### src/rtl/akvt_pkg.sv
// package: request/response types and codes of the key/value table
`timescale 1ns / 1ps
`default_nettype none

package akvt_pkg;

    // request modes
    localparam logic [1:0] MODE_ADD    = 2'd0;
    localparam logic [1:0] MODE_REMOVE = 2'd1;
    localparam logic [1:0] MODE_LOOKUP = 2'd2;

    // response status codes
    localparam logic [1:0] ST_OK      = 2'd0;
    localparam logic [1:0] ST_PRESENT = 2'd1;
    localparam logic [1:0] ST_MISSING = 2'd2;
    localparam logic [1:0] ST_FULL    = 2'd3;

    typedef struct packed {
        logic [1:0]  mode;
        logic [31:0] key;
        logic [31:0] value;
    } req_t;

    typedef struct packed {
        logic [1:0]  status;
        logic [3:0]  slot;
        logic [31:0] found_value;
        logic [4:0]  entry_count;
    } rsp_t;

    // one stored slot
    typedef struct packed {
        logic [31:0] key;
        logic [31:0] value;
    } entry_t;

endpackage

`default_nettype wire

### src/rtl/akvt_mem.sv
// key/value slot memory: one write port, one registered read port
`timescale 1ns / 1ps
`default_nettype none

module akvt_mem #(
    parameter int DEPTH  = 16,
    parameter int ADDR_W = 4
) (
    input  wire logic                  clk,
    input  wire logic                  wr_en,
    input  wire logic [ADDR_W-1:0]     wr_addr,
    input  wire akvt_pkg::entry_t      wr_data,
    input  wire logic [ADDR_W-1:0]     rd_addr,
    output akvt_pkg::entry_t           rd_data
);

    akvt_pkg::entry_t entry_mem [DEPTH];
    akvt_pkg::entry_t rd_data_reg;

    // write and registered read
    always_ff @(posedge clk)
    begin
        if (wr_en)
        begin
            entry_mem[wr_addr] <= wr_data;
        end
        rd_data_reg <= entry_mem[rd_addr];
    end

    assign rd_data = rd_data_reg;

endmodule

`default_nettype wire

### src/rtl/akvt_seq.sv
// sequencer: slot scan with one shared key comparator, occupancy bits, response register
`timescale 1ns / 1ps
`default_nettype none

module akvt_seq #(
    parameter int SLOTS = 16,
    parameter int IDX_W = 4,
    parameter int CNT_W = 5
) (
    input  wire logic              clk,
    input  wire logic              rst_n,
    input  wire logic              req_valid,
    output logic                   req_ready,
    input  wire akvt_pkg::req_t    req,
    output logic                   rsp_valid,
    input  wire logic              rsp_ready,
    output akvt_pkg::rsp_t         rsp,
    output logic                   mem_wr_en,
    output logic [IDX_W-1:0]       mem_wr_addr,
    output akvt_pkg::entry_t       mem_wr_data,
    output logic [IDX_W-1:0]       mem_rd_addr,
    input  wire akvt_pkg::entry_t  mem_rd_data
);

    localparam logic [IDX_W-1:0] LAST_IDX = IDX_W'(SLOTS - 1);

    typedef enum logic [1:0] {
        S_IDLE,
        S_SCAN,
        S_FIN
    } state_t;

    state_t               state_reg, state_next;
    akvt_pkg::req_t       req_reg, req_next;
    logic [IDX_W-1:0]     issue_idx_reg, issue_idx_next;
    logic                 issue_act_reg, issue_act_next;
    logic                 cmp_vld_reg, cmp_vld_next;
    logic [IDX_W-1:0]     cmp_idx_reg, cmp_idx_next;
    logic                 hit_reg, hit_next;
    logic [IDX_W-1:0]     hit_idx_reg, hit_idx_next;
    logic [31:0]          hit_value_reg, hit_value_next;
    logic                 free_found_reg, free_found_next;
    logic [IDX_W-1:0]     free_idx_reg, free_idx_next;
    logic [SLOTS-1:0]     occ_reg, occ_next;
    logic [CNT_W-1:0]     count_reg, count_next;
    logic                 rsp_valid_reg, rsp_valid_next;
    akvt_pkg::rsp_t       rsp_reg, rsp_next;

    logic                 key_match;
    logic                 slot_free;
    logic                 cmp_last;
    logic                 mode_known;
    logic [IDX_W-1:0]     out_idx;
    logic [IDX_W+3:0]     slot_wide;
    logic [CNT_W+4:0]     count_wide;

    // shared comparator on the slot read back from memory
    assign key_match = cmp_vld_reg && occ_reg[cmp_idx_reg]
                       && (mem_rd_data.key == req_reg.key);
    assign slot_free = cmp_vld_reg && !occ_reg[cmp_idx_reg];
    assign cmp_last  = (cmp_idx_reg == LAST_IDX);
    assign mode_known = (req.mode == akvt_pkg::MODE_ADD)
                        || (req.mode == akvt_pkg::MODE_REMOVE)
                        || (req.mode == akvt_pkg::MODE_LOOKUP);

    // next-state and response logic
    always_comb
    begin
        state_next      = state_reg;
        req_next        = req_reg;
        issue_idx_next  = issue_idx_reg;
        issue_act_next  = issue_act_reg;
        cmp_vld_next    = cmp_vld_reg;
        cmp_idx_next    = cmp_idx_reg;
        hit_next        = hit_reg;
        hit_idx_next    = hit_idx_reg;
        hit_value_next  = hit_value_reg;
        free_found_next = free_found_reg;
        free_idx_next   = free_idx_reg;
        occ_next        = occ_reg;
        count_next      = count_reg;
        rsp_valid_next  = rsp_valid_reg;
        rsp_next        = rsp_reg;
        mem_wr_en       = 1'b0;
        out_idx         = '0;
        slot_wide       = '0;
        count_wide      = '0;

        // response taken
        if (rsp_valid_reg && rsp_ready)
        begin
            rsp_valid_next = 1'b0;
        end

        unique case (state_reg)
            S_IDLE:
            begin
                if (req_valid)
                begin
                    req_next        = req;
                    issue_idx_next  = '0;
                    issue_act_next  = mode_known;
                    cmp_vld_next    = 1'b0;
                    hit_next        = 1'b0;
                    free_found_next = 1'b0;
                    state_next      = mode_known ? S_SCAN : S_FIN;
                end
            end

            S_SCAN:
            begin
                // issue the next slot read
                cmp_vld_next = issue_act_reg;
                cmp_idx_next = issue_idx_reg;
                if (issue_act_reg)
                begin
                    if (issue_idx_reg == LAST_IDX)
                    begin
                        issue_act_next = 1'b0;
                    end
                    else
                    begin
                        issue_idx_next = issue_idx_reg + IDX_W'(1);
                    end
                end
                // remember the lowest free slot
                if (slot_free && !free_found_reg)
                begin
                    free_found_next = 1'b1;
                    free_idx_next   = cmp_idx_reg;
                end
                // first match ends the scan
                if (key_match)
                begin
                    hit_next       = 1'b1;
                    hit_idx_next   = cmp_idx_reg;
                    hit_value_next = mem_rd_data.value;
                    state_next     = S_FIN;
                end
                else if (cmp_vld_reg && cmp_last)
                begin
                    state_next = S_FIN;
                end
            end

            S_FIN:
            begin
                if (!rsp_valid_reg || rsp_ready)
                begin
                    rsp_next.status      = akvt_pkg::ST_MISSING;
                    rsp_next.found_value = '0;
                    case (req_reg.mode) inside
                        akvt_pkg::MODE_ADD:
                        begin
                            if (hit_reg)
                            begin
                                rsp_next.status = akvt_pkg::ST_PRESENT;
                            end
                            else if (!free_found_reg)
                            begin
                                rsp_next.status = akvt_pkg::ST_FULL;
                            end
                            else
                            begin
                                rsp_next.status       = akvt_pkg::ST_OK;
                                out_idx               = free_idx_reg;
                                occ_next[free_idx_reg] = 1'b1;
                                count_next            = count_reg + CNT_W'(1);
                                mem_wr_en             = 1'b1;
                            end
                        end
                        akvt_pkg::MODE_REMOVE, akvt_pkg::MODE_LOOKUP:
                        begin
                            if (hit_reg)
                            begin
                                rsp_next.status      = akvt_pkg::ST_OK;
                                rsp_next.found_value = hit_value_reg;
                                out_idx              = hit_idx_reg;
                                if (req_reg.mode == akvt_pkg::MODE_REMOVE)
                                begin
                                    occ_next[hit_idx_reg] = 1'b0;
                                    count_next            = count_reg - CNT_W'(1);
                                end
                            end
                        end
                        default:
                        begin
                            rsp_next.status = akvt_pkg::ST_MISSING;
                        end
                    endcase
                    // fit slot index and count to the response field widths
                    slot_wide            = {4'b0, out_idx};
                    count_wide           = {5'b0, count_next};
                    rsp_next.slot        = slot_wide[3:0];
                    rsp_next.entry_count = count_wide[4:0];
                    rsp_valid_next       = 1'b1;
                    state_next           = S_IDLE;
                end
            end

            default:
            begin
                state_next = S_IDLE;
            end
        endcase
    end

    // state and registered outputs
    always_ff @(posedge clk or negedge rst_n)
    begin
        if (!rst_n)
        begin
            state_reg      <= S_IDLE;
            req_reg        <= '0;
            issue_idx_reg  <= '0;
            issue_act_reg  <= 1'b0;
            cmp_vld_reg    <= 1'b0;
            cmp_idx_reg    <= '0;
            hit_reg        <= 1'b0;
            hit_idx_reg    <= '0;
            hit_value_reg  <= '0;
            free_found_reg <= 1'b0;
            free_idx_reg   <= '0;
            occ_reg        <= '0;
            count_reg      <= '0;
            rsp_valid_reg  <= 1'b0;
            rsp_reg        <= '0;
        end
        else
        begin
            state_reg      <= state_next;
            req_reg        <= req_next;
            issue_idx_reg  <= issue_idx_next;
            issue_act_reg  <= issue_act_next;
            cmp_vld_reg    <= cmp_vld_next;
            cmp_idx_reg    <= cmp_idx_next;
            hit_reg        <= hit_next;
            hit_idx_reg    <= hit_idx_next;
            hit_value_reg  <= hit_value_next;
            free_found_reg <= free_found_next;
            free_idx_reg   <= free_idx_next;
            occ_reg        <= occ_next;
            count_reg      <= count_next;
            rsp_valid_reg  <= rsp_valid_next;
            rsp_reg        <= rsp_next;
        end
    end

    // ports
    assign req_ready   = (state_reg == S_IDLE);
    assign rsp_valid   = rsp_valid_reg;
    assign rsp         = rsp_reg;
    assign mem_wr_addr = free_idx_reg;
    assign mem_wr_data = '{key: req_reg.key, value: req_reg.value};
    assign mem_rd_addr = issue_idx_reg;

endmodule

`default_nettype wire

### src/rtl/associative_key_value_table.sv
// top level of the associative key/value table
//
// Request channel (req_valid/req_ready, req): mode add, remove or lookup, a
// 32-bit key and a 32-bit value. Response channel (rsp_valid/rsp_ready, rsp):
// status, slot, found value and the number of occupied slots afterwards.
// One response per request, in request order.
// A request is scanned one slot per cycle through the slot memory's single
// read port and one key comparator: read data is registered, so each compare
// comes in the cycle after its read. Remove, lookup and an add of a present
// key stop at the first match; other adds and misses scan all SLOTS slots.
// A final step then loads the response register; the unused mode skips the
// scan and goes straight to that step. req_ready is high only between
// requests, so one request is in work at a time.
// The response sits in an output register: req_ready returns as soon as it
// is loaded, and a held response stalls only the final step of the next
// request. Reset clears all occupancy bits and the count at once; slot
// contents are only read behind a set occupancy bit, so no clearing pass.
`timescale 1ns / 1ps
`default_nettype none

module associative_key_value_table #(
    parameter int SLOTS = 16
) (
    input  wire logic              clk,
    input  wire logic              rst_n,
    input  wire logic              req_valid,
    output logic                   req_ready,
    input  wire akvt_pkg::req_t    req,
    output logic                   rsp_valid,
    input  wire logic              rsp_ready,
    output akvt_pkg::rsp_t         rsp
);

    localparam int IDX_W = (SLOTS > 1) ? $clog2(SLOTS) : 1;
    localparam int CNT_W = $clog2(SLOTS + 1);

    logic               mem_wr_en;
    logic [IDX_W-1:0]   mem_wr_addr;
    akvt_pkg::entry_t   mem_wr_data;
    logic [IDX_W-1:0]   mem_rd_addr;
    akvt_pkg::entry_t   mem_rd_data;

    // sequencer and comparator
    akvt_seq #(
        .SLOTS (SLOTS),
        .IDX_W (IDX_W),
        .CNT_W (CNT_W)
    ) u_seq (
        .clk         (clk),
        .rst_n       (rst_n),
        .req_valid   (req_valid),
        .req_ready   (req_ready),
        .req         (req),
        .rsp_valid   (rsp_valid),
        .rsp_ready   (rsp_ready),
        .rsp         (rsp),
        .mem_wr_en   (mem_wr_en),
        .mem_wr_addr (mem_wr_addr),
        .mem_wr_data (mem_wr_data),
        .mem_rd_addr (mem_rd_addr),
        .mem_rd_data (mem_rd_data)
    );

    // slot key/value store
    akvt_mem #(
        .DEPTH  (SLOTS),
        .ADDR_W (IDX_W)
    ) u_mem (
        .clk     (clk),
        .wr_en   (mem_wr_en),
        .wr_addr (mem_wr_addr),
        .wr_data (mem_wr_data),
        .rd_addr (mem_rd_addr),
        .rd_data (mem_rd_data)
    );

endmodule

`default_nettype wire

### config.mk
export PLATFORM = sky130hd
export DESIGN_NAME = associative_key_value_table
export DESIGN_NICKNAME = d
export VERILOG_FILES = /design/src/rtl/akvt_pkg.sv /design/src/rtl/akvt_mem.sv /design/src/rtl/akvt_seq.sv /design/src/rtl/associative_key_value_table.sv
export SDC_FILE = /design/constraint.sdc
export NUM_CORES = 1
export LEC_CHECK = 0
export BUFFER_PORTS_ARGS = -buffer_cell sky130_fd_sc_hd__buf_2
export CAP_MARGIN = 5
export CORE_ASPECT_RATIO = 0.6
export CORE_MARGIN = 4
export CORE_UTILIZATION = 54
export CTS_CLUSTER_SIZE = 24
export DETAILED_ROUTE_END_ITERATION = 7
export HOLD_SLACK_MARGIN = 0.03
export PLACE_DENSITY = 0.8
export SLEW_MARGIN = 15
export SYNTH_ARGS = -nofsm -noshare
export SYNTH_HDL_FRONTEND = slang
export SYNTH_SLANG_ARGS = --single-unit
### constraint.sdc
create_clock -name clk -period 5.2 [get_ports clk]
set_input_delay 0.26 -clock clk [delete_from_list [all_inputs] [get_ports clk]]
set_output_delay 0.26 -clock clk [all_outputs]
set_load 0.005 [all_outputs]
## After elaboration in Yosys (flattened, before gate mapping)

Memory sizes are Yosys's and may differ from the RTL's. A register that Yosys moved wholly into a read port is not among the register bits.
Index checks and enable logic that the tools add are counted.

- Multiplexer cells: 61
- Div/mod/pow operators: 0
- Magnitude comparators: 5
- Equality and inequality tests: 18
- Reduce and logical (&&, ||, !) cells: 32
- Multiply operators: 0
- Shifts and indexed selects: 0
- Add/subtract/negate cells: 3
- Bitwise gates (word level): 3

Operators with widths:

| operator | count |
|---|---|
| 16-bit two-way mux | 6 |
| 32-bit two-way mux | 3 |
| 32-bit equality test | 1 |
| 4-bit two-way mux | 8 |
| 5-bit two-way mux | 6 |
| 2-bit two-way mux | 10 |
| 1-bit two-way mux | 19 |
| 16-bit AND | 1 |
| 16-bit inverter | 1 |
| 16-bit OR | 1 |
| 4-bit by 5-bit less-than comparator with 1-bit output, second input constant | 3 |
| 2-bit by 1-bit inequality test with 1-bit output, second input constant | 5 |
| 2-bit AND reduction | 5 |
| 3-bit AND reduction | 3 |
| 1-bit demux with 4-bit select | 2 |
| 4-bit equality test, second input constant | 2 |
| 4-bit by 1-bit >= comparator with 1-bit output, second input constant | 2 |
| 1-bit logical AND | 8 |
| 1-bit case mux with 2 select lines | 4 |
| 4-bit case mux with 2 select lines | 1 |
| 2-bit nonzero test | 4 |
| 7-bit AND reduction | 1 |
| 2-bit by 1-bit equality test with 1-bit output, second input constant | 3 |
| 2-bit equality test, second input constant | 3 |
| 12 further kinds | 20 |

- Memories: 1
- Bits in registers: 180
- Memory bits (writable): 1024
- Output and inout port bits: 45
- Bits of input ports: 70
- Logic and storage cells: 142
- Latch bits: 0
- Memory bits (read-only): 0

Memories:

| memory | words | width | rd ports | clocked after memory_dff | wr ports | RTL line | text |
|---|---|---|---|---|---|---|---|
| u_mem.entry_mem | 16 | 64 | 1 | 1 | 1 | akvt_mem.sv:17 | `akvt_pkg::entry_t entry_mem [DEPTH];` |

## Longest topological paths before layout

Gate-level depths: netlist of the first run.

- Word-level depth: 10
- Depth in mapped cells: 9
- Mapped depth without buffers: 9

## Cells and area by module

A second synthesis of the first run with hierarchy kept.

- Cell total of the unflattened synthesis: 2397
- Area, all modules: 47588.1 µm²

Modules (own cells, without submodules):

| module | instances | area each (µm²) | seq. area each (µm²) | cells an instance |
|---|---|---|---|---|
| akvt_mem | 1 | 39581.7 | 32030.7 | 1647 |
| akvt_seq | 1 | 8006.4 | 4504.3 | 750 |

## Worst setup path after synthesis of the first run

No wires, ideal clock.

- Path kind: register to register
- From: register u_seq.req_reg[64] (netlist bit)
- To: memory u_mem.entry_mem[7][0] (netlist bit), enable pin
- Clock period less this slack: 4.925 ns
- Stages on the path, launching flop included: 8
- Data required time: 4.714 ns
- Path slack: 0.275 ns
- Buffers on the path: 0
- Library setup time: 0.486 ns
- Arrival: 4.439 ns
- Cell sequence: dfrtp_1 -> inv_1 -> ha_1 -> inv_1 -> or3_1 -> nor2_1 -> nand3_1 -> nor2_1

- Longest elaborated chain between the ends: 6

RTL lines:

| what | RTL line | text |
|---|---|---|
| start: declaration | akvt_seq.sv:34 | `akvt_pkg::req_t req_reg, req_next;` |
| start signal: assignment | akvt_seq.sv:232 | `req_reg <= req_next;` |
| 2-bit logical NOT (no source line) | n/a |  |
| 1-bit two-way mux | akvt_seq.sv:152 | `case (req_reg.mode) inside` |
| 1-bit two-way mux | akvt_seq.sv:148 | `if (!rsp_valid_reg \|\| rsp_ready)` |
| 1-bit two-way mux | akvt_seq.sv:95 | `unique case (state_reg)` |
| 1-bit two-way mux | akvt_mem.sv:23 | `if (wr_en)` |
| 1-bit two-way mux (implied by the code) | akvt_mem.sv:25 | `entry_mem[wr_addr] <= wr_data;` |
| end: declaration | akvt_mem.sv:17 |  |

Every way passes these cells.

## Worst setup path in the final report of the first run

- From: register u_seq.req_reg[65] (netlist bit)
- To: memory u_mem.entry_mem[1][43] (netlist bit), enable pin

The elaborated chain is that of the path after synthesis.

==> results.rst, run 1 <==
.. list-table::
   :header-rows: 1

   * - Metric
     - Value
   * - CP Capture Point
     - u_mem.entry_mem[1][43]
   * - Tightest Pin Transition
     - about 1200 ps
   * - Die height
     - approximately 240 um
   * - Most common cell after layout, fill and taps aside
     - sky130_fd_sc_hd__edfxtp_1
   * - Gpl congestion
     - about 0.8
   * - Number of design rule violations left after detail routing
     - 1
   * - Count of placed standard cells in the final layout, fillers left out
     - 3661
   * - Worst VDD drop
     - between 0.3 and 0.4 mV
   * - Total routed wirelength
     - around 110000 um
   * - Standard cell with the maximum stage delay on the critical path
     - sky130_fd_sc_hd__nor2_4
   * - Number of synthesized flops with an enable pin
     - ~1000
   * - Number of ports placed on the die boundary
     - 115
   * - Fraction of layout instances using a drive strength above 1
     - 0.284
   * - Reported leakage power
     - 18.3 nW
   * - Reg-to-Reg Start
     - u_seq.req_reg[65]
   * - Worst-case reg-to-reg path depth
     - 8
   * - # diodes
     - 0
   * - Postcts setup bufs
     - 0
   * - Maximum frequency from static timing analysis
     - approximately 260 MHz
   * - Layout-stage area growth over the synthesis result
     - 13.5%
   * - Count of distinct cell types in the synthesized netlist
     - 48
   * - Number of flip-flops and latches in the synthesized netlist
     - 1268
   * - Delay-heaviest family, CP
     - simple AND/OR/NAND/NOR gates
   * - All-Layer GR Usage
     - 0.236
   * - Number of cell rows
     - 83
   * - Post-synthesis instance total
     - between 2000 and 2500
   * - Post-Route Skew
     - between 20 and 25 ps
   * - Final Cycle Share
     - 0.751
   * - Arrival time reported for the critical path endpoint
     - around 4300 ps
   * - Initial core utilization
     - 0.550
   * - Normalized max-slew margin
     - 0.188
   * - Sequential-to-total area share from yosys stat
     - 0.770
   * - Most common cell type on the critical path
     - sky130_fd_sc_hd__inv_1
   * - Peak fanout along the critical path
     - 17
   * - Residual antenna-violating net count after detailed routing
     - 0
   * - Mapped Nets
     - 2280
   * - FILL cells
     - approximately 5600
   * - Top flip-flop cell by instance count after synthesis
     - sky130_fd_sc_hd__edfxtp_1
   * - PwrDens
     - 503 mW/mm^2
   * - Post-Route Utilization
     - 0.624
   * - Endpoint of the worst-slack reg-to-reg timing path
     - u_mem.entry_mem[1][43]
   * - Number of H-tree levels
     - 3
   * - Via-per-instance ratio
     - around 6.3
   * - Final HPWL DP
     - roughly 57000 um
   * - CP max stage delay
     - 730 ps
   * - Root Buffer Master
     - sky130_fd_sc_hd__clkbuf_16
   * - Post-route worst hold slack
     - slightly above 200 ps
   * - Outcome
     - finished, violations left
   * - Number of max-capacitance violations reported
     - 0
   * - DIE WIDTH
     - 391 um
   * - Vias after detailed routing
     - between 20000 and 25000
   * - Required time worst endpoint
     - around 5600 ps
   * - Overall die area
     - ~0.093 sq mm
   * - Startpoint of the worst setup timing path
     - u_seq.req_reg[65]
   * - Sink Count
     - 1268
   * - Worst path depth
     - 8
   * - Largest net degree at the start of global routing
     - between 100 and 150
   * - Worst hold path class
     - in2async
   * - Bufs on Longest Clock Path
     - 3
   * - Average instance area after synthesis
     - approximately 22 sq um
   * - TNS Setup
     - 0 ps
   * - Number of DRC markers after the initial detailed-route iteration
     - about 2900
   * - Async S/R FF share, synth
     - 0.142
   * - Final max-slew violation count
     - 0
   * - Initial DRT Pass Iterations
     - 8
   * - Global-route wire length before repair
     - ~160000 um
   * - Routed length per placed instance
     - roughly 30 um
   * - IO buf count
     - roughly 110
   * - Clock tree from TritonCTS
     - done
   * - Violations in the final reports
     - DRC
   * - Number of antenna violations at the first check in global routing
     - 1
   * - Number of warnings printed during yosys synthesis
     - 0
   * - Via count of the first global-routing pass
     - 23800
   * - Setup crit end kind
     - flop
   * - Max FFs per register
     - between 1000 and 1500
   * - Netlist area before placement
     - 0.0474 sq mm
   * - Kind of launch point of the worst setup path
     - flop
   * - Area of the core region
     - around 0.086 sq mm
   * - Clock period minus final worst setup slack
     - just under 4000 ps
   * - Fin nets
     - approximately 2500
   * - Cell Count Post-Placement
     - around 3400
   * - Final Hold Fails
     - 0
   * - Critical path cell sequence
     - inv_1, ha_1, inv_1, or3_1, nor2_1, nand2_1, nor2_4, buf_4
   * - Buf/Inv on CP
     - 3
   * - Unrepaired setup endpoints after global routing
     - false
   * - Overflow left after global routing
     - 0
   * - Worst-case register-to-register setup slack
     - 1290 ps
   * - Count of endpoints failing setup in the final report
     - 0
   * - CTS clk-pin slew, worst paths
     - about 70 ps
   * - CTS buffer count
     - roughly 100
   * - Clock latency on the worst-skew pair
     - 700 ps
   * - Start-to-end type of the worst setup path
     - reg2reg
   * - Overall Power
     - 27.1 mW
   * - Highest-count cells in the layout ignoring fill and taps
     - sky130_fd_sc_hd__edfxtp_1, sky130_fd_sc_hd__mux4_2, sky130_fd_sc_hd__nand2_1
==> worst reg2reg max path: cells and delay by family, from the launching register on <==
kind / cells / cell delay, ps
fa+ha+maj: 1 / 310
flops: 1 / 400
buf+inv: 3 / 720
simple gates: 4 / 2120
==> how the worst min path moves through the flow <==
stage	startpoint	end	slack, ps	depth (start not counted)
4_1_cts	rst_n	u_seq.mem_wr_data[57]	210	2
3_3_place_gp	rst_n	u_seq.mem_wr_data[57]	390	1
2_1_floorplan	rst_n	u_seq.cmp_idx_reg[0]	-40	0
5_1_grt	rst_n	u_seq.mem_wr_data[57]	240	2
3_5_place_dp	rst_n	u_seq.mem_wr_data[57]	390	1
6_report	rst_n	u_seq.mem_wr_data[57]	210	2
==> layout make-up <==
| type | count | area (sq um) | share of cell area |
|---|---|---|---|
| clock buffer | 127 | 2790 | 0.0518 |
| clock inverter | 69 | 621 | 0.0115 |
| inverter | 17 | 63.8 | 0.00118 |
| multi-input combinational | 806 | 10400 | 0.194 |
| sequential | 1268 | 36600 | 0.679 |
| tap | 1147 | 1440 | 0.0266 |
| timing repair buffer | 227 | 1960 | 0.0363 |
==> logic make-up (layout without fill, tap and decap cells) <==
| logic type | count (synthesis) | in the layout | share of synthesized area |
|---|---|---|---|
| AO/OA/AOI/OAI | 90 | 90 | 0.0135 |
| XOR/XNOR | 39 | 39 | 0.00720 |
| adder cells (fa/ha/maj) | 8 | 8 | 0.00227 |
| buffers and inverters | 128 | 440 | 0.0127 |
| flip-flops | 1268 | 1268 | 0.770 |
| multiplexers | 371 | 371 | 0.168 |
| AND/OR/NAND/NOR | 298 | 298 | 0.0265 |
==> report_power, final <==
part | switching (mW) | leakage [nW] | internal (mW)
clock network | 3.58 | 1.66 | 4.33
registers | 1.55 | 12.2 | 12.7
logic | 2.46 | 4.44 | 2.47
==> synthesized netlist by cell type, types with 2 or more instances <==
| cell type | number | area (sq um) |
|---|---|---|
| sky130_fd_sc_hd__mux2i_1 | 3 | 30.0 |
| sky130_fd_sc_hd__o21ai_0 | 20 | 100 |
| sky130_fd_sc_hd__mux4_1 | 4 | 105 |
| sky130_fd_sc_hd__dfxtp_1 | 64 | 1280 |
| sky130_fd_sc_hd__buf_12 | 3 | 60.1 |
| sky130_fd_sc_hd__nor3_2 | 2 | 20.0 |
| sky130_fd_sc_hd__or2_2 | 2 | 12.5 |
| sky130_fd_sc_hd__mux2_2 | 15 | 169 |
| sky130_fd_sc_hd__dfrtp_1 | 180 | 4500 |
| sky130_fd_sc_hd__buf_2 | 23 | 115 |
| sky130_fd_sc_hd__mux2_4 | 29 | 435 |
| sky130_fd_sc_hd__and3_1 | 2 | 12.5 |
| sky130_fd_sc_hd__nor2_1 | 30 | 113 |
| sky130_fd_sc_hd__mux4_2 | 320 | 7210 |
| sky130_fd_sc_hd__ha_1 | 7 | 87.6 |
| sky130_fd_sc_hd__nand4_1 | 5 | 31.3 |
| sky130_fd_sc_hd__xor2_1 | 33 | 289 |
| sky130_fd_sc_hd__or3_1 | 3 | 18.8 |
| sky130_fd_sc_hd__nor4_1 | 8 | 50.1 |
| sky130_fd_sc_hd__clkbuf_1 | 72 | 270 |
| sky130_fd_sc_hd__a21oi_1 | 16 | 80.1 |
| sky130_fd_sc_hd__a222oi_1 | 4 | 40.0 |
| sky130_fd_sc_hd__inv_1 | 17 | 63.8 |
| sky130_fd_sc_hd__xnor2_1 | 6 | 52.6 |
| sky130_fd_sc_hd__nand2_1 | 215 | 807 |
| sky130_fd_sc_hd__nor3_1 | 5 | 25.0 |
| sky130_fd_sc_hd__nand2b_1 | 6 | 37.5 |
| sky130_fd_sc_hd__nor2b_1 | 4 | 25.0 |
| sky130_fd_sc_hd__a21o_1 | 3 | 22.5 |
| sky130_fd_sc_hd__buf_6 | 2 | 22.5 |
| sky130_fd_sc_hd__a22o_1 | 33 | 289 |
| sky130_fd_sc_hd__nand3_1 | 12 | 60.1 |
| sky130_fd_sc_hd__edfxtp_1 | 1024 | 30700 |
| sky130_fd_sc_hd__a31oi_1 | 7 | 43.8 |
| sky130_fd_sc_hd__buf_1 | 10 | 37.5 |
==> stage by stage <==
stage / worst slack, ps / area (sq um)
4_1_cts: 1330 / 53800
2_1_floorplan: 275 / 47400
3_5_place_dp: 1360 / 49700
6_report: 1290 / 53900
5_1_grt: 1110 / 53900
3_3_place_gp: 1430 / 49700
==> routing by layer <==
metal	part of all wire	routed length, um	track usage	up-vias
li1	-	-	-	9348
met1	0.41	43500	0.349	12100
met2	0.48	50900	0.364	1306
met3	0.093	10000	0.0560	211
met4	0.025	2730	0.0575	0
met5	0	0	0	-
==> timing repair <==
action | 4_1_cts | 5_1_grt
hold buffers | 68 | 0
resized for setup | 0 | 0
hold endpoints to repair | 144 | 0
Power figures use the tool's default switching activity.
==> run 2: changes to the inputs <==
--- a/config.mk
+++ b/config.mk
@@ -5,6 +5,7 @@
 export SDC_FILE = /design/constraint.sdc
 export NUM_CORES = 1
 export LEC_CHECK = 0
+export ABC_AREA = 1
 export BUFFER_PORTS_ARGS = -buffer_cell sky130_fd_sc_hd__buf_2
 export CAP_MARGIN = 5
 export CORE_ASPECT_RATIO = 0.6
@@ -13,7 +14,7 @@
 export CTS_CLUSTER_SIZE = 24
 export DETAILED_ROUTE_END_ITERATION = 7
 export HOLD_SLACK_MARGIN = 0.03
-export PLACE_DENSITY = 0.8
+export PLACE_DENSITY = 0.77
 export SLEW_MARGIN = 15
 export SYNTH_ARGS = -nofsm -noshare
 export SYNTH_HDL_FRONTEND = slang
==> constraint.sdc (replaced) <==
create_clock -name clk -period 3.7 [get_ports clk]
set_input_delay 0.185 -clock clk [delete_from_list [all_inputs] [get_ports clk]]
set_output_delay 0.185 -clock clk [all_outputs]
set_load 0.005 [all_outputs]
==> results.rst, run 2 <==
.. list-table::
   :header-rows: 1

   * - Metric
     - Value
   * - Gpl congestion
     - 0.933
   * - Bufs on Longest Clock Path
     - 3
   * - Number of max-capacitance violations reported
     - 0
   * - Total routed wirelength
     - roughly 130000 um
   * - Final Hold Fails
     - 0
   * - Outcome
     - complete, no violations
   * - Number of DRC markers after the initial detailed-route iteration
     - a little over 5000
   * - Unrepaired setup endpoints after global routing
     - false
   * - Cell Count Post-Placement
     - roughly 5000
   * - Global-route wire length before repair
     - slightly below 200000 um
   * - Area of the core region
     - 0.0900 sq mm
   * - All-Layer GR Usage
     - 0.268
   * - Residual antenna-violating net count after detailed routing
     - 0
   * - Worst setup slack after placement
     - ~1100 ps
   * - Initial DRT Pass Iterations
     - 6
   * - Maximum frequency from static timing analysis
     - about 380 MHz
   * - PwrDens
     - between 700 and 800 mW/mm^2
   * - Sink Count
     - roughly 1300
   * - IO buf count
     - between 100 and 150
   * - Worst hold path class
     - in2async
   * - Max FFs per register
     - roughly 1000
   * - CTS buffer count
     - approximately 110
   * - Die height
     - ~240 um
   * - Postcts setup bufs
     - 0
   * - Sequential-to-total area share from yosys stat
     - 0.744
   * - Largest net degree at the start of global routing
     - around 220
   * - Post-synthesis instance total
     - a little under 4000
   * - Most instantiated cells after synthesis
     - sky130_fd_sc_hd__edfxtp_1, sky130_fd_sc_hd__o21ai_0, sky130_fd_sc_hd__nor2_1
   * - TNS Setup
     - 0 ps
   * - Fin nets
     - slightly above 4000
   * - Post-cts hold buffer count
     - 73
   * - Average instance area after synthesis
     - 12.7 sq um
   * - Reg-to-Reg Start
     - u_seq.mem_wr_data[33]
   * - Layout-stage area growth over the synthesis result
     - 13.7%
   * - Number of cell rows
     - 85
   * - Fraction of layout instances using a drive strength above 1
     - 0.100
   * - Overflow left after global routing
     - 0
   * - Netlist area before placement
     - approximately 0.05 sq mm
   * - Highest-count cells in the layout ignoring fill and taps
     - sky130_fd_sc_hd__edfxtp_1, sky130_fd_sc_hd__o21ai_0, sky130_fd_sc_hd__nor2_1
   * - Setup crit end kind
     - flop
   * - Vias after detailed routing
     - roughly 33000
   * - Number of H-tree levels
     - 3
   * - Arrival time reported for the critical path endpoint
     - roughly 3200 ps
   * - Mapped Nets
     - 3939
   * - Via-per-instance ratio
     - around 6.2
   * - Top flip-flop cell by instance count after synthesis
     - sky130_fd_sc_hd__edfxtp_1
   * - Async S/R FF share, synth
     - 0.142
   * - Reported leakage power
     - slightly below 20 nW
   * - Normalized max-slew margin
     - 0.227
   * - Kind of launch point of the worst setup path
     - flop
   * - Cells taking the most area after synthesis
     - sky130_fd_sc_hd__edfxtp_1, sky130_fd_sc_hd__dfrtp_1, sky130_fd_sc_hd__o21ai_0, sky130_fd_sc_hd__nor2_1, sky130_fd_sc_hd__nand2_1
   * - Clock period minus final worst setup slack
     - around 2600 ps
   * - Number of warnings printed during yosys synthesis
     - 0
   * - Start-to-end type of the worst setup path
     - reg2reg
   * - Post-Route Skew
     - around 27 ps
   * - Post-route setup slack
     - ~1100 ps
   * - Clock latency on the worst-skew pair
     - 720 ps
   * - Overall die area
     - approximately 0.096 sq mm
   * - Worst VDD drop
     - around 0.74 mV
   * - Worst-case register-to-register setup slack
     - 1070 ps
   * - Number of flip-flops and latches in the synthesized netlist
     - around 1300
   * - Final Cycle Share
     - 0.712
   * - Number of ports placed on the die boundary
     - roughly 120
   * - Count of endpoints failing setup in the final report
     - 0
   * - Peak fanout along the critical path
     - 37
   * - Worst-case reg-to-reg path depth
     - 11
   * - Area share of the largest cell type after synthesis
     - 0.626
   * - Number of antenna violations at the first check in global routing
     - 3
   * - Required time worst endpoint
     - 4300 ps
   * - Number of synthesized flops with an enable pin
     - between 1000 and 1500
   * - Root Buffer Master
     - sky130_fd_sc_hd__clkbuf_16
   * - Count of distinct cell types in the synthesized netlist
     - 46
   * - DIE WIDTH
     - 397 um
   * - Post_cts resized
     - 0
   * - Initial core utilization
     - 0.546
   * - Via count of the first global-routing pass
     - between 30000 and 40000
   * - Tightest Pin Transition
     - between 1000 and 1500 ps
   * - Final HPWL DP
     - slightly above 70000 um
   * - Routed length per placed instance
     - ~25 um
   * - Overall Power
     - 41.0 mW
   * - Clock tree from TritonCTS
     - done
   * - Dominant cell type by area after synthesis
     - sky130_fd_sc_hd__edfxtp_1
   * - Top-count cell post-synth
     - sky130_fd_sc_hd__edfxtp_1
   * - Count of placed standard cells in the final layout, fillers left out
     - 5301
   * - Final max-slew violation count
     - 0
   * - Endpoint of the worst-slack reg-to-reg timing path
     - u_seq.hit_value_reg[21]
   * - Most common cell after layout, fill and taps aside
     - sky130_fd_sc_hd__edfxtp_1
   * - CTS clk-pin slew, worst paths
     - 70 ps
   * - Number of design rule violations left after detail routing
     - 0
-- run 2: kinds of logic after synthesis --
kind of cell    synth area share
compound gates             0.118
xor+xnor                 0.00214
fa+ha+maj                0.00219
buf+inv                   0.0335
flops                      0.744
simple gates               0.100
-- run 2: worst max path at each step --
stage                         endpoint                   from  slack (ps)
2_1_floorplan   u_mem.entry_mem[12][0]      u_seq.req_reg[65]        -660
3_3_place_gp    u_mem.entry_mem[7][50]      u_seq.req_reg[65]        1220
3_5_place_dp   u_seq.hit_value_reg[21]  u_seq.mem_wr_data[33]        1150
4_1_cts        u_seq.hit_value_reg[21]  u_seq.mem_wr_data[33]        1130
5_1_grt        u_seq.hit_value_reg[21]  u_seq.mem_wr_data[55]         860
6_report       u_seq.hit_value_reg[21]  u_seq.mem_wr_data[33]        1070
-- run 2: worst max-delay path: stages, from the launching register on --
cell and delay (ps):
sky130_fd_sc_hd__dfrtp_1 700, sky130_fd_sc_hd__inv_1 200, sky130_fd_sc_hd__nand2_1 130, sky130_fd_sc_hd__o21ai_0 80, sky130_fd_sc_hd__nor2_1 110, sky130_fd_sc_hd__nand2_1 60, sky130_fd_sc_hd__nor2_1 200, sky130_fd_sc_hd__nand3_2 190
sky130_fd_sc_hd__nor2_8 190, sky130_fd_sc_hd__nand3_4 370, sky130_fd_sc_hd__nand2_1 200, sky130_fd_sc_hd__nand2_1 70
-- run 2: area by class of cell --
class	instances	area (sq um)
multi-input combinational	2195	11100
clock inverter	53	571
tap	1218	1520
timing repair buffer	266	2430
antenna	1	2.50
inverter	145	566
sequential	1268	36600
clock buffer	155	3130
fill	6564	34100
-- run 2: power by group --
part	internal [mW]	total (mW)	switching, mW	leakage [nW]
registers	17.9	20.3	2.46	12.1
clock network	6.56	11.7	5.17	1.82
logic	2.73	8.96	6.23	5.86
-- run 2: stage by stage --
step | instance area (sq um) | hold WS, ps | util
final | 55900 | 121 | 0.621
after global routing | 55900 | 187 | 0.621
after CTS | 55900 | 133 | 0.621
after detailed placement | 51400 | 299 | 0.572
after global placement | 51400 | 295 | 0.572
after floorplan | 49200 | -111 | -
-- run 2: metal layers --
layer | track usage | share of wire
met3 | 0.0710 | 0.14
met2 | 0.382 | 0.43
met5 | 0 | 0
met1 | 0.408 | 0.40
met4 | 0.0767 | 0.026
